## src/hw/rtl/esc_pkg.sv

```systemverilog
// Shared types, constants and helpers for the environmental sensor compensation block.
package esc_pkg;

    localparam int unsigned AdcW     = 20;
    localparam int unsigned ReadingW = 33;
    localparam int unsigned CfgW     = 64;
    localparam int unsigned CfgIdxW  = 3;
    localparam int unsigned StepW    = 4;

    typedef enum logic [1:0] {
        OP_TEMP  = 2'd0,
        OP_PRESS = 2'd1,
        OP_HUMID = 2'd2,
        OP_NONE  = 2'd3
    } op_t;

    localparam logic [CfgIdxW-1:0] REG_TEMP       = 3'd0;
    localparam logic [CfgIdxW-1:0] REG_PRESS_LOW  = 3'd1;
    localparam logic [CfgIdxW-1:0] REG_PRESS_HIGH = 3'd2;
    localparam logic [CfgIdxW-1:0] REG_PRESS_LAST = 3'd3;
    localparam logic [CfgIdxW-1:0] REG_HUMID_A    = 3'd4;
    localparam logic [CfgIdxW-1:0] REG_HUMID_B    = 3'd5;

    // Pressure steps that need special handling in the sequencer.
    localparam logic [StepW-1:0] STEP_PRESS_CHECK  = 4'd5;
    localparam logic [StepW-1:0] STEP_PRESS_DIVIDE = 4'd6;

    // Commands from the controller to the datapath.
    typedef struct packed {
        logic             start;
        logic             mul_go;
        logic             wb;
        logic             div_go;
        logic             div_wb;
        logic             fault_set;
        logic             finish;
        logic [StepW-1:0] step;
    } cmd_t;

    // Status from the datapath to the controller.
    typedef struct packed {
        logic mul_done;
        logic div_done;
        logic v1_zero;
    } sts_t;

    function automatic logic [StepW-1:0] last_step(input op_t op);
        logic [StepW-1:0] s;
        unique case (op)
            OP_TEMP:  s = 4'd3;
            OP_PRESS: s = 4'd9;
            OP_HUMID: s = 4'd7;
            default:  s = 4'd0;
        endcase
        return s;
    endfunction

endpackage

```

## src/hw/rtl/esc_ctrl.sv

```systemverilog
// Controller: sequences multiply, divide and writeback steps for one sample.
module esc_ctrl (
    input  logic          aclk,
    input  logic          aresetn,
    input  logic          s_tvalid,
    output logic          s_tready,
    input  esc_pkg::op_t  in_op,
    output logic          m_tvalid,
    input  logic          m_tready,
    output esc_pkg::cmd_t cmd,
    input  esc_pkg::sts_t sts
);

    typedef enum logic [2:0] {
        ST_IDLE, ST_MUL, ST_WAIT, ST_WB, ST_CHK, ST_DIV, ST_DWAIT, ST_FIN
    } state_t;

    state_t                    state_reg, state_next;
    esc_pkg::op_t              op_reg, op_next;
    logic [esc_pkg::StepW-1:0] step_reg, step_next;
    logic                      m_tvalid_reg, m_tvalid_next;

    always_comb begin
        state_next    = state_reg;
        op_next       = op_reg;
        step_next     = step_reg;
        m_tvalid_next = m_tvalid_reg;
        cmd           = '0;
        cmd.step      = step_reg;
        if (m_tvalid_reg && m_tready) begin
            m_tvalid_next = 1'b0;
        end
        unique case (state_reg)
            ST_IDLE: begin
                if (s_tvalid) begin
                    cmd.start  = 1'b1;
                    op_next    = in_op;
                    step_next  = '0;
                    state_next = (in_op == esc_pkg::OP_NONE) ? ST_FIN : ST_MUL;
                end
            end
            ST_MUL: begin
                cmd.mul_go = 1'b1;
                state_next = ST_WAIT;
            end
            ST_WAIT: begin
                if (sts.mul_done) begin
                    state_next = ST_WB;
                end
            end
            ST_WB: begin
                cmd.wb = 1'b1;
                if (step_reg == esc_pkg::last_step(op_reg)) begin
                    state_next = ST_FIN;
                end else if (op_reg == esc_pkg::OP_PRESS &&
                             step_reg == esc_pkg::STEP_PRESS_CHECK) begin
                    state_next = ST_CHK;
                end else if (op_reg == esc_pkg::OP_PRESS &&
                             step_reg == esc_pkg::STEP_PRESS_DIVIDE) begin
                    state_next = ST_DIV;
                end else begin
                    step_next  = step_reg + 4'd1;
                    state_next = ST_MUL;
                end
            end
            ST_CHK: begin
                if (sts.v1_zero) begin
                    cmd.fault_set = 1'b1;
                    state_next    = ST_FIN;
                end else begin
                    step_next  = step_reg + 4'd1;
                    state_next = ST_MUL;
                end
            end
            ST_DIV: begin
                cmd.div_go = 1'b1;
                state_next = ST_DWAIT;
            end
            ST_DWAIT: begin
                if (sts.div_done) begin
                    cmd.div_wb = 1'b1;
                    step_next  = step_reg + 4'd1;
                    state_next = ST_MUL;
                end
            end
            ST_FIN: begin
                if (!m_tvalid_reg || m_tready) begin
                    cmd.finish    = 1'b1;
                    m_tvalid_next = 1'b1;
                    state_next    = ST_IDLE;
                end
            end
            default: state_next = ST_IDLE;
        endcase
    end

    always_ff @(posedge aclk) begin
        if (!aresetn) begin
            state_reg    <= ST_IDLE;
            op_reg       <= esc_pkg::OP_NONE;
            step_reg     <= '0;
            m_tvalid_reg <= 1'b0;
        end else begin
            state_reg    <= state_next;
            op_reg       <= op_next;
            step_reg     <= step_next;
            m_tvalid_reg <= m_tvalid_next;
        end
    end

    assign s_tready = (state_reg == ST_IDLE);
    assign m_tvalid = m_tvalid_reg;

    a_step_range: assert property (@(posedge aclk) disable iff (!aresetn)
        step_reg <= 4'd9)
        else $error("step counter out of range");

    a_finish_valid: assert property (@(posedge aclk) disable iff (!aresetn)
        cmd.finish |=> m_tvalid_reg)
        else $error("finished result not presented");

    a_div_press: assert property (@(posedge aclk) disable iff (!aresetn)
        cmd.div_go |-> (op_reg == esc_pkg::OP_PRESS && step_reg == esc_pkg::STEP_PRESS_DIVIDE))
        else $error("divider started outside pressure sequence");

endmodule

```

## config.mk

```make
export PLATFORM = sky130hd
export DESIGN_NAME = esc_ctrl
export DESIGN_NICKNAME = d
export VERILOG_FILES = /design/src/hw/rtl/esc_pkg.sv /design/src/hw/rtl/esc_ctrl.sv
export SDC_FILE = /design/constraint.sdc
export NUM_CORES = 1
export LEC_CHECK = 0
export ABC_AREA = 0
export CAP_MARGIN = 10
export CORE_AREA = 5 5 42 44
export DETAILED_ROUTE_END_ITERATION = 10
export DIE_AREA = 0 0 47 49
export DONT_BUFFER_PORTS = 1
export HOLD_SLACK_MARGIN = 0.12
export PLACE_DENSITY = 0.69
export SYNTH_ARGS = -nofsm -noshare
export SYNTH_HDL_FRONTEND = slang
export SYNTH_SLANG_ARGS = --single-unit
```

## constraint.sdc

```tcl
create_clock -name aclk -period 2.5 [get_ports aclk]
set_input_delay 0.125 -clock aclk [delete_from_list [all_inputs] [get_ports aclk]]
set_output_delay 0.125 -clock aclk [all_outputs]
set_load 0.02 [all_outputs]
```

# After elaboration in Yosys (flattened, before gate mapping)
# Cells that the tools add are included.
# op_classes
n_addsub,1
n_eq_ne,21
mux,33
reduce_logical,11
# ops
operator,count
$mux W4,7
$mux W3,9
$pmux W3 S8,1
$ne A2 B2 Y1 const B,8
$pmux W4 S4,1
$mux W1,14
$eq A3 B3 Y1 const B,4
$pmux W4 S3,1
$eq A4 B3 Y1 const B,2
$reduce_and A7 Y1,1
$eq A3 B2 Y1 const B,2
$add A4 B1 Y4 const B,1
$eq A2 B2 Y1 const B,2
$eq A4 B4 Y1,1
$reduce_and A4 Y1,1
$reduce_bool A4 Y1,1
$eq A3 B1 Y1 const B,1
$logic_and A1 B1 Y1,3
$logic_not A3 Y1,1
$eq A2 B1 Y1 const B,1
$logic_not A2 Y1,1
$reduce_and A2 Y1,1
$logic_not A1 Y1,1
$logic_or A1 B1 Y1,1
# word_totals
input_bits,9
output_inout_bits,13
ff_bits,10
word_cells,70

# Longest topological paths before layout
# Gate-level depths: netlist of the first run.
# logic_depth
word_depth,6
mapped_depth,6
mapped_depth_nobuf,6

# Worst setup path after synthesis of the first run
# OpenSTA, ideal clock, no wires.
# synth_path
path_kind,flip-flop to flip-flop
from,register state_reg[0]
to,register step_reg[1] in the netlist's numbering
n_path_buf,2
arrival_time_ns,1.757
t_required_ns,2.360
stages_incl_launch_ff,7
period_less_slack_ns,1.897
setup_ns,0.140
path_slack_ns,0.603
path_cell_list,dfxtp_1 buf_2 nor3_1 and2_1 clkbuf_1 nand2b_1 a311oi_1
# synth_between
elab_chain_len,3
word_cells_on_any_way,13
classes_between,eq/ne (9); mux (1); reduce/logical (3)
# synth_rtl
element,line,source
from (decl),esc_ctrl.sv:18,"state_t state_reg, state_next;"
from (signal assigned),esc_ctrl.sv:104,state_reg <= state_next;
$logic_not A3 Y1 *,--,
named net s_tready,esc_ctrl.sv:6,"output logic s_tready,"
$reduce_bool A4 Y1 (no source line) / $ne A2 B2 Y1 (equally long branches),--,
$reduce_and A7 Y1 (no source line),--,
to (signal assigned),esc_ctrl.sv:106,step_reg <= step_next;
to (decl),esc_ctrl.sv:20,"logic [esc_pkg::StepW-1:0] step_reg, step_next;"
# The timed path passes the listed nets; every way through them passes the cells marked *.
# A chain may end at the register's enable or synchronous reset.

# Worst setup path after layout of the first run
# layout_path
from,register state_reg[2]
to,register op_reg[0]
# layout_between
elab_chain_len,2
# layout_rtl
element,line,source
$logic_not A3 Y1,--,
named net s_tready,esc_ctrl.sv:6,
$reduce_and A2 Y1 (no source line),--,
to (signal assigned),esc_ctrl.sv:100,op_reg <= esc_pkg::OP_NONE;
to (signal assigned),esc_ctrl.sv:105,op_reg <= op_next;
to (decl),esc_ctrl.sv:19,"esc_pkg::op_t op_reg, op_next;"
# The timed path passes the listed nets, and every way through them passes these cells.

==> results of run 1 <==
## critical path, stage by stage, from the launching register on
cell	delay, ps
dfxtp_1	460
nor3_1	600
and2_1	460
nand2_1	110
o211ai_1	100
dlygate4sd3_1	560
## layout make-up
type	count	area, µm²
clock buffer	3	22.5
fill	137	632
inverter	8	30.0
multi-input combinational	70	457
sequential	10	200
tap	16	20.0
timing repair buffer	4	40.0
## cells in the mapped netlist (all sizes together), types with 4 or more instances
cell,n,area share
inv,8,0.042
a21oi,6,0.042
nor2,4,0.021
nand2,8,0.042
nand2b,8,0.070
dfxtp,10,0.28
nand3,4,0.028
o211ai,5,0.052
## per-layer routing
metal	global-route usage	vias up	routed length, µm
met2	0.244	17	783
li1	-	344	-
met5	0	-	0
met4	0.0737	0	31
met1	0.201	319	759
met3	0.0406	4	109
## worst paths after layout
check | from | endpoint | slack, ps | depth (start not counted)
hold / removal | s_tvalid | state_reg[1]$_SDFFE_PN0P_ | 150 | 2
setup / recovery | state_reg[2]$_SDFFE_PN0P_ | op_reg[0]$_SDFFE_PN1P_ | 170 | 5
hold reg to reg | op_reg[1]$_SDFFE_PN1P_ | op_reg[1]$_SDFFE_PN1P_ | 610 | 2
setup reg to reg | state_reg[2]$_SDFFE_PN0P_ | op_reg[0]$_SDFFE_PN1P_ | 170 | 5
## through the flow
stage / instances / util / hold slack (ps) / setup WS, ps
after floorplan: 93 / - / 214 / 603
after global placement: 104 / 0.504 / 227 / 516
after detailed placement: 104 / 0.504 / 221 / 448
after CTS: 111 / 0.549 / 157 / 202
after global routing: 111 / 0.549 / 165 / 54.4
final: 111 / 0.549 / 151 / 171
## cell families after synthesis
group	count (synthesis)
AND/OR/NAND/NOR	37
AO/OA/AOI/OAI	29
adder cells (fa/ha/maj)	3
flip-flops	10
buffers and inverters	13
multiplexers	1
## power by group
part	switching (mW)	internal, mW	leakage (nW)
combinational	0.240	0.159	0.196
sequential	0.130	0.208	0.0821
clock	0.0508	0.0554	0.0138
==> results.py, run 1 <==
metrics = {
    "setup_path": {
        "crit_arrival_ps": 2540,
        "end_kind": "register",
        "critPathKind": "register to register",
        "critPathRequiredTime_ps": 2710,
        "critPathMaxFanout": 16,
        "start_kind": "register",
    },
    "die": {
        "core_um2": 1400,
        "rows": 14,
        "io_pins": 22,
        "initial_core_util": 0.511,
        "dieArea_um2": 2300,
        "die_w_um": 47,
        "dieHeight_um": 49,
    },
    "synthesis": {
        "synth-seq-area-share": 0.280,
        "ys_ff_latch": 10,
        "synth_top_family_by_area": "compound AO/OA/AOI/OAI gates",
        "synth_fa_ha_area_frac": 0.0524,
        "synthCells": 93,
        "synth_compound_area_frac": 0.287,
        "synth_cell_types": 35,
        "synth_top_flop_cell": "dfxtp_1",
        "muxShareOfSynthArea": 0.0140,
        "synth_xor_area_frac": 0,
        "synthSimpleGateAreaFrac": 0.285,
        "syn_avg_cell_area_um2": 7.70,
        "synthArstFlopShare": 0,
        "yosysWarnings": 0,
        "syn_nets": 105,
        "synth_edf_count": 0,
        "netlist_area_um2": 716,
    },
    "cells_and_area": {
        "diodes": 0,
        "final_cell_area_um2": 769,
        "area_growth_pct": 7.52,
        "mostFrequentLayoutCells": "dfxtp_1 (10), inv_1 (8), nand2b_1 (8), nand2_1 (8), a21oi_1 (6)",
        "final_common_cell": "dfxtp_1",
        "finalNetCount": 109,
        "drive_gt1_frac": 0.0632,
        "largest_reg_flops": 4,
    },
    "clock_network": {
        "cts_setup_buffers": 0,
        "path_clk_slew_ps": 60,
        "clk-insertion-delay-late_ps": 260,
        "clk_path_buf_depth": 2,
        "postCtsHoldBufs": 4,
        "ctsRootBufferMaster": "clkbuf_4",
        "clkSinkCount": 10,
        "cts_tree": "done",
        "cts_buffers": 3,
        "h-tree-depth": 1,
        "cts_resized": 0,
    },
    "placement": {
        "post-dp-hpwl_mm": 1.26,
        "port_buffers": 0,
        "dpl_cell_area_um2": 707,
        "gp_congestion": 0.880,
    },
    "sta": {
        "slew_headroom": 0.536,
        "setup_viol_count_final": 0,
        "final-max-slew-violation-count": 0,
        "fin_crit_sh": 0.932,
        "rsz0062_at_grt": "no",
        "fin_skew_ps": 5.03,
        "hold_viol_final": 0,
        "fin_tns_setup_ps": 0,
        "tightestPinTransition_ps": 690,
        "min_period_ps": 2330,
        "fmax_mhz": 429,
    },
    "run_status": {
        "status": "complete, no violations",
    },
    "grt": {
        "grt_pass1_wl_mm": 2.71,
        "grt_start_max_net_pins": 17,
        "grt.overflow.total": 0,
        "antenna_found_initial": 0,
        "grt_pass1_vias": 636,
        "grt_usage": 0.159,
    },
    "drt": {
        "vias": 684,
        "wl_per_cell_um": 15.2,
        "post-route-drc-count": 0,
        "via_per_inst": 6.16,
        "wirelength_mm": 1.68,
        "dr.first_iter.drc_count": 24,
        "postRouteAntennaNets": 0,
        "drt_pass1_iterations": 4,
    },
    "pwr": {
        "p_total_mw": 0.842,
        "p_leak_nw": 0.292,
        "p_per_area_nw_per_um2": 1090,
        "ir_drop_uv": 474,
    },
    "job": {
        "drv_cap": 0,
    },
    "min_path": {
        "hp-class": "input port to register",
    },
}
No activity file was read; power rests on OpenSTA's default activity.
==> run 2: changes to the inputs <==
clock period = 2.2 ns   (was 2.5 ns; I/O delays follow)
==> run 2 against run 1 <==
  * Critical path depth rose by 3
  * Global-route usage is 1.8 points higher
  * Highest routed layer unchanged
  * Largest power group unchanged
  * Critical path type unchanged
  * Sequential power about the same
==> results.py, run 2 (synthesis gave the netlist of run 1 again) <==
metrics = {
    "setup_path": {
        "worst-path-buf-inv": 4,
        "r2r_slack_ps": 200,
        "critPathRequiredTime_ps": 2350,
        "cpPeakStageDelay_ps": 570,
        "crit_slowest_cell": "dlygate4sd3_1",
        "worst_r2r_path_depth": 8,
        "crit_arrival_ps": 2160,
        "critPathMaxFanout": 9,
        "start_kind": "register",
        "reg2reg_to": "op_reg[1]$_SDFFE_PN1P_",
        "critPathKind": "register to register",
        "critical_path.most_common_cell": "buf_4",
        "r2r-start": "state_reg[2]$_SDFFE_PN0P_",
        "end_kind": "register",
        "path_delay_family": "buffers and inverters",
        "crit_chain": "buf_4, nor3_1, buf_4, and2_1, buf_4, nand2_1, o211ai_1, dlygate4sd3_1",
    },
    "die": {
        "die_w_um": 47,
        "dieHeight_um": 49,
        "io_pins": 22,
        "rows": 14,
        "initial_core_util": 0.511,
        "core_um2": 1400,
        "dieArea_um2": 2300,
    },
    "grt": {
        "antenna_found_initial": 0,
        "grt_start_max_net_pins": 12,
        "grt_usage": 0.177,
        "grt_pass1_vias": 704,
        "grt_pass1_wl_mm": 3.11,
        "grt.overflow.total": 0,
    },
    "min_path": {
        "hold_end": "state_reg[1]$_SDFFE_PN0P_",
        "hp-class": "input port to register",
        "hp-start": "s_tvalid",
        "worstHoldPathCells": 2,
    },
    "sta": {
        "slew_headroom": 0.626,
        "rsz0062_at_grt": "no",
        "holdWs_ps": 110,
        "final-max-slew-violation-count": 0,
        "fin_crit_sh": 0.911,
        "tightestPinTransition_ps": 548,
        "fmax_mhz": 499,
        "fin_tns_setup_ps": 0,
        "fin_skew_ps": 12.8,
        "setup_viol_count_final": 0,
        "min_period_ps": 2000,
        "hold_viol_final": 0,
    },
    "drt": {
        "postRouteAntennaNets": 0,
        "wirelength_mm": 1.86,
        "post-route-drc-count": 0,
        "vias": 729,
        "via_per_inst": 6.23,
        "wl_per_cell_um": 15.9,
        "dr.first_iter.drc_count": 27,
        "drt_pass1_iterations": 4,
    },
    "cells_and_area": {
        "finalNetCount": 114,
        "regArea_um2": 201,
        "fillCellCount": 129,
        "diodes": 0,
        "multi_input_area_um2": 457,
        "drive_gt1_frac": 0.129,
        "final_common_cell": "dfxtp_1",
        "largest_reg_flops": 4,
        "area_growth_pct": 14.9,
        "mostFrequentLayoutCells": "dfxtp_1 (9), inv_1 (8), nand2b_1 (8), nand2_1 (8), a21oi_1 (6)",
    },
    "job": {
        "drv_cap": 0,
    },
    "clock_network": {
        "clk-insertion-delay-late_ps": 280,
        "cts_buffers": 3,
        "path_clk_slew_ps": 80,
        "h-tree-depth": 1,
        "clk_path_buf_depth": 2,
        "clkSinkCount": 10,
        "ctsRootBufferMaster": "clkbuf_4",
        "cts_tree": "done",
    },
    "placement": {
        "post-dp-hpwl_mm": 1.38,
        "gp_congestion": 0.909,
        "port_buffers": 0,
    },
    "pwr": {
        "ir_drop_uv": 626,
        "p_per_area_nw_per_um2": 1330,
        "p_leak_nw": 0.325,
    },
    "run_status": {
        "status": "complete, no violations",
    },
}
## run 2: through the flow
step / instances / area, µm² / util / worst slack [ps] / total power, mW
after detailed placement: 109 / 744 / 0.531 / 290 / 0.900
final: 117 / 822 / 0.587 / 195 / 1.09
after CTS: 117 / 821 / 0.586 / 118 / 1.08
after global routing: 117 / 822 / 0.587 / 91.0 / 1.18
after global placement: 109 / 744 / 0.531 / 304 / 0.890
after floorplan: 93 / 716 / - / 303 / 0.755
## run 2: what timing repair did
item,4_1_cts,5_1_grt
endpoints found under the hold margin,10,0
setup endpoints to repair,0,1
buffers inserted,0,0
resized for setup,0,1
hold buffers,4,0
## run 2: worst reg2reg max path: stages, from the launching register on
cell,delay [ps]
dfxtp_2,410
buf_4,180
nor3_1,50
buf_4,170
and2_1,170
buf_4,170
nand2_1,70
o211ai_1,80
dlygate4sd3_1,570
## run 2: worst max-delay path by stage
stage | startpoint | depth (start not counted) | slack (ps) | end
6_report | state_reg[2]$_SDFFE_PN0P_ | 8 | 200 | op_reg[1]$_SDFFE_PN1P_
4_1_cts | state_reg[2]$_SDFFE_PN0P_ | 8 | 120 | op_reg[1]$_SDFFE_PN1P_
5_1_grt | step_reg[3]$_SDFFE_PN0P_ | 5 | 90 | step_reg[2]$_SDFFE_PN0P_
3_3_place_gp | step_reg[3]$_SDFFE_PN0P_ | 5 | 300 | step_reg[2]$_SDFFE_PN0P_
3_5_place_dp | step_reg[3]$_SDFFE_PN0P_ | 5 | 290 | step_reg[2]$_SDFFE_PN0P_
2_1_floorplan | state_reg[0]$_SDFFE_PN0P_ | 6 | 300 | step_reg[1]$_SDFFE_PN0P_
## run 2: area by class of cell
| cell class | instances | area share |
|---|---|---|
| flip-flops and latches | 10 | 0.245 |
| inverters | 8 | 0.0365 |
| multi-input cells | 70 | 0.556 |
| clock buffers | 4 | 0.0441 |
| repair buffers | 9 | 0.0944 |
| well taps | 16 | 0.0244 |
## run 2: per-layer routing
metal	vias up	share of wire	global-route usage
met5	-	0	0
met2	27	0.48	0.283
met4	0	0.0086	0.0645
met1	344	0.42	0.217
met3	2	0.093	0.0517
li1	356	-	-
## run 2: power by group
part	internal, mW	leakage, nW	switching, mW	total [mW]
sequential	0.238	0.0825	0.100	0.338
combinational	0.236	0.222	0.344	0.580
clock	0.101	0.0210	0.0736	0.174
total	0.575	0.325	0.517	1.09
==> run 3: changes to the inputs <==
clock period = 1.9 ns   (was 2.2 ns; I/O delays follow)
==> run 3 against run 2 <==
  * Register-to-register slack got worse by 120 ps
  * Routed wire length increased by 3.0%
  * Clock skew decreased by 8.1 ps
  * Worst hold slack improved by 130 ps
  * Highest routed layer unchanged
==> results.py, run 3 (synthesis gave the netlist of run 1 again) <==
metrics = {
    "sta": {
        "setup_viol_count_final": 0,
        "fin_crit_sh": 0.960,
        "slew_headroom": 0.709,
        "min_period_ps": 1820,
        "finalWorstSetupSlack_ps": 76.1,
        "holdWs_ps": 239,
        "fin_skew_ps": 4.67,
        "final-max-slew-violation-count": 0,
        "tightestPinTransition_ps": 436,
        "fin_tns_setup_ps": 0,
        "fmax_mhz": 548,
        "hold_viol_final": 0,
    },
    "die": {
        "dieHeight_um": 49,
        "core_um2": 1400,
        "rows": 14,
        "initial_core_util": 0.511,
        "io_pins": 22,
        "dieArea_um2": 2300,
        "die_w_um": 47,
    },
    "placement": {
        "post-dp-hpwl_mm": 1.44,
        "dp_slack_ps": 24.9,
        "gp_congestion": 0.900,
        "port_buffers": 0,
        "place_inst": 117,
        "dpl_cell_area_um2": 805,
    },
    "setup_path": {
        "critPathMaxFanout": 5,
        "critPathKind": "register to register",
        "r2r_slack_ps": 80,
        "end_kind": "register",
        "start_kind": "register",
        "critPathRequiredTime_ps": 2100,
        "crit_arrival_ps": 2020,
        "worst_r2r_path_depth": 7,
        "reg2reg_to": "step_reg[2]$_SDFFE_PN0P_",
        "r2r-start": "step_reg[3]$_SDFFE_PN0P_",
    },
    "drt": {
        "drt_pass1_iterations": 4,
        "wirelength_mm": 1.92,
        "postRouteAntennaNets": 0,
        "via_per_inst": 6.02,
        "post-route-drc-count": 0,
        "dr.first_iter.drc_count": 21,
        "wl_per_cell_um": 15.2,
        "vias": 758,
    },
    "min_path": {
        "hp-class": "input port to register",
        "hp-start": "s_tvalid",
        "hold_end": "step_reg[0]$_SDFFE_PN0P_",
        "worstHoldPathCells": 3,
    },
    "cells_and_area": {
        "final_cell_area_um2": 913,
        "area_growth_pct": 27.6,
        "largest_reg_flops": 4,
        "final_cells": 126,
        "fillCellCount": 128,
        "diodes": 0,
        "utilization": 0.652,
        "mostFrequentLayoutCells": "buf_4 (14), inv_1 (8), nand2b_1 (8), nand2_1 (8), dfxtp_1 (7)",
        "finalNetCount": 124,
        "drive_gt1_frac": 0.255,
        "final_common_cell": "buf_4",
    },
    "pwr": {
        "p_total_mw": 1.32,
        "p_leak_nw": 0.376,
        "p_per_area_nw_per_um2": 1450,
        "ir_drop_uv": 871,
    },
    "grt": {
        "grtUsageMet2": 0.281,
        "top_usage_layer": "met2",
        "globalRouteMet3Util": 0.0406,
        "grt_use_met1": 0.208,
        "grt.overflow.total": 0,
        "antenna_found_initial": 0,
        "grt_pass1_wl_mm": 3.02,
        "grt_pass1_vias": 721,
        "grt_start_max_net_pins": 12,
        "grt_usage": 0.178,
    },
    "clock_network": {
        "clk-insertion-delay-late_ps": 270,
        "cts_tree": "done",
        "ctsRootBufferMaster": "clkbuf_4",
        "cts_buffers": 3,
        "path_clk_slew_ps": 70,
        "clk_path_buf_depth": 2,
        "clkSinkCount": 10,
        "h-tree-depth": 1,
    },
    "job": {
        "drv_cap": 0,
    },
    "run_status": {
        "status": "complete, no violations",
    },
}
[run 3: changes by cell type in the layout (fill, tap and decap cells not counted), sizes merged]
cell / delta
buf: +9
clkbuf: -1
dlygate4sd3: +1
[run 3: layout make-up]
class                   instances  area [µm²]  area share
repair buffers                 19         155       0.170
well taps                      16        20.0      0.0219
inverters                       8        30.0      0.0329
multi-input cells              70         482       0.527
clock buffers                   3        22.5      0.0247
flip-flops and latches         10         204       0.223
[run 3: worst max-delay path by stage]
| stage | endpoint | slack (ps) | startpoint | cells past startpoint |
|---|---|---|---|---|
| floorplan | step_reg[1]$_SDFFE_PN0P_ | 3 | state_reg[0]$_SDFFE_PN0P_ | 6 |
| global placement | step_reg[3]$_SDFFE_PN0P_ | 90 | state_reg[0]$_SDFFE_PN0P_ | 5 |
| detailed placement | step_reg[3]$_SDFFE_PN0P_ | 20 | step_reg[0]$_SDFFE_PN0P_ | 6 |
| CTS | op_reg[0]$_SDFFE_PN1P_ | 10 | state_reg[0]$_SDFFE_PN0P_ | 6 |
| global route | step_reg[2]$_SDFFE_PN0P_ | -1 | step_reg[3]$_SDFFE_PN0P_ | 7 |
| finish | step_reg[2]$_SDFFE_PN0P_ | 80 | step_reg[3]$_SDFFE_PN0P_ | 7 |
[run 3: power by group]
part           switching (mW)  internal [mW]  total [mW]
clock                  0.0757         0.0734       0.149
sequential             0.0750          0.281       0.356
combinational           0.461          0.354       0.815
total                   0.612          0.709        1.32
[run 3: repair_timing]
| item | 4_1_cts | 5_1_grt |
|---|---|---|
| hold buffers | 5 | 0 |
| endpoints found under the hold margin | 10 | 0 |
| endpoints found under the setup margin | 1 | 7 |
| resized for setup | 0 | 10 |
| setup buffers | 1 | 0 |
| pin swaps | 1 | 1 |
| cloned | 0 | 0 |
[run 3: worst max-delay path: stages, from the launching register on]
cell	delay (ps)
dfxtp_1	330
buf_4	170
nor4bb_2	330
o211ai_1	210
buf_4	180
o31a_1	150
a31o_2	260
a21oi_1	120
[run 3: layer usage]
layer,routed length (µm),vias to the layer above
met3,108,4
met1,799,350
li1,-,379
met4,46,0
met5,0,-
met2,965,25
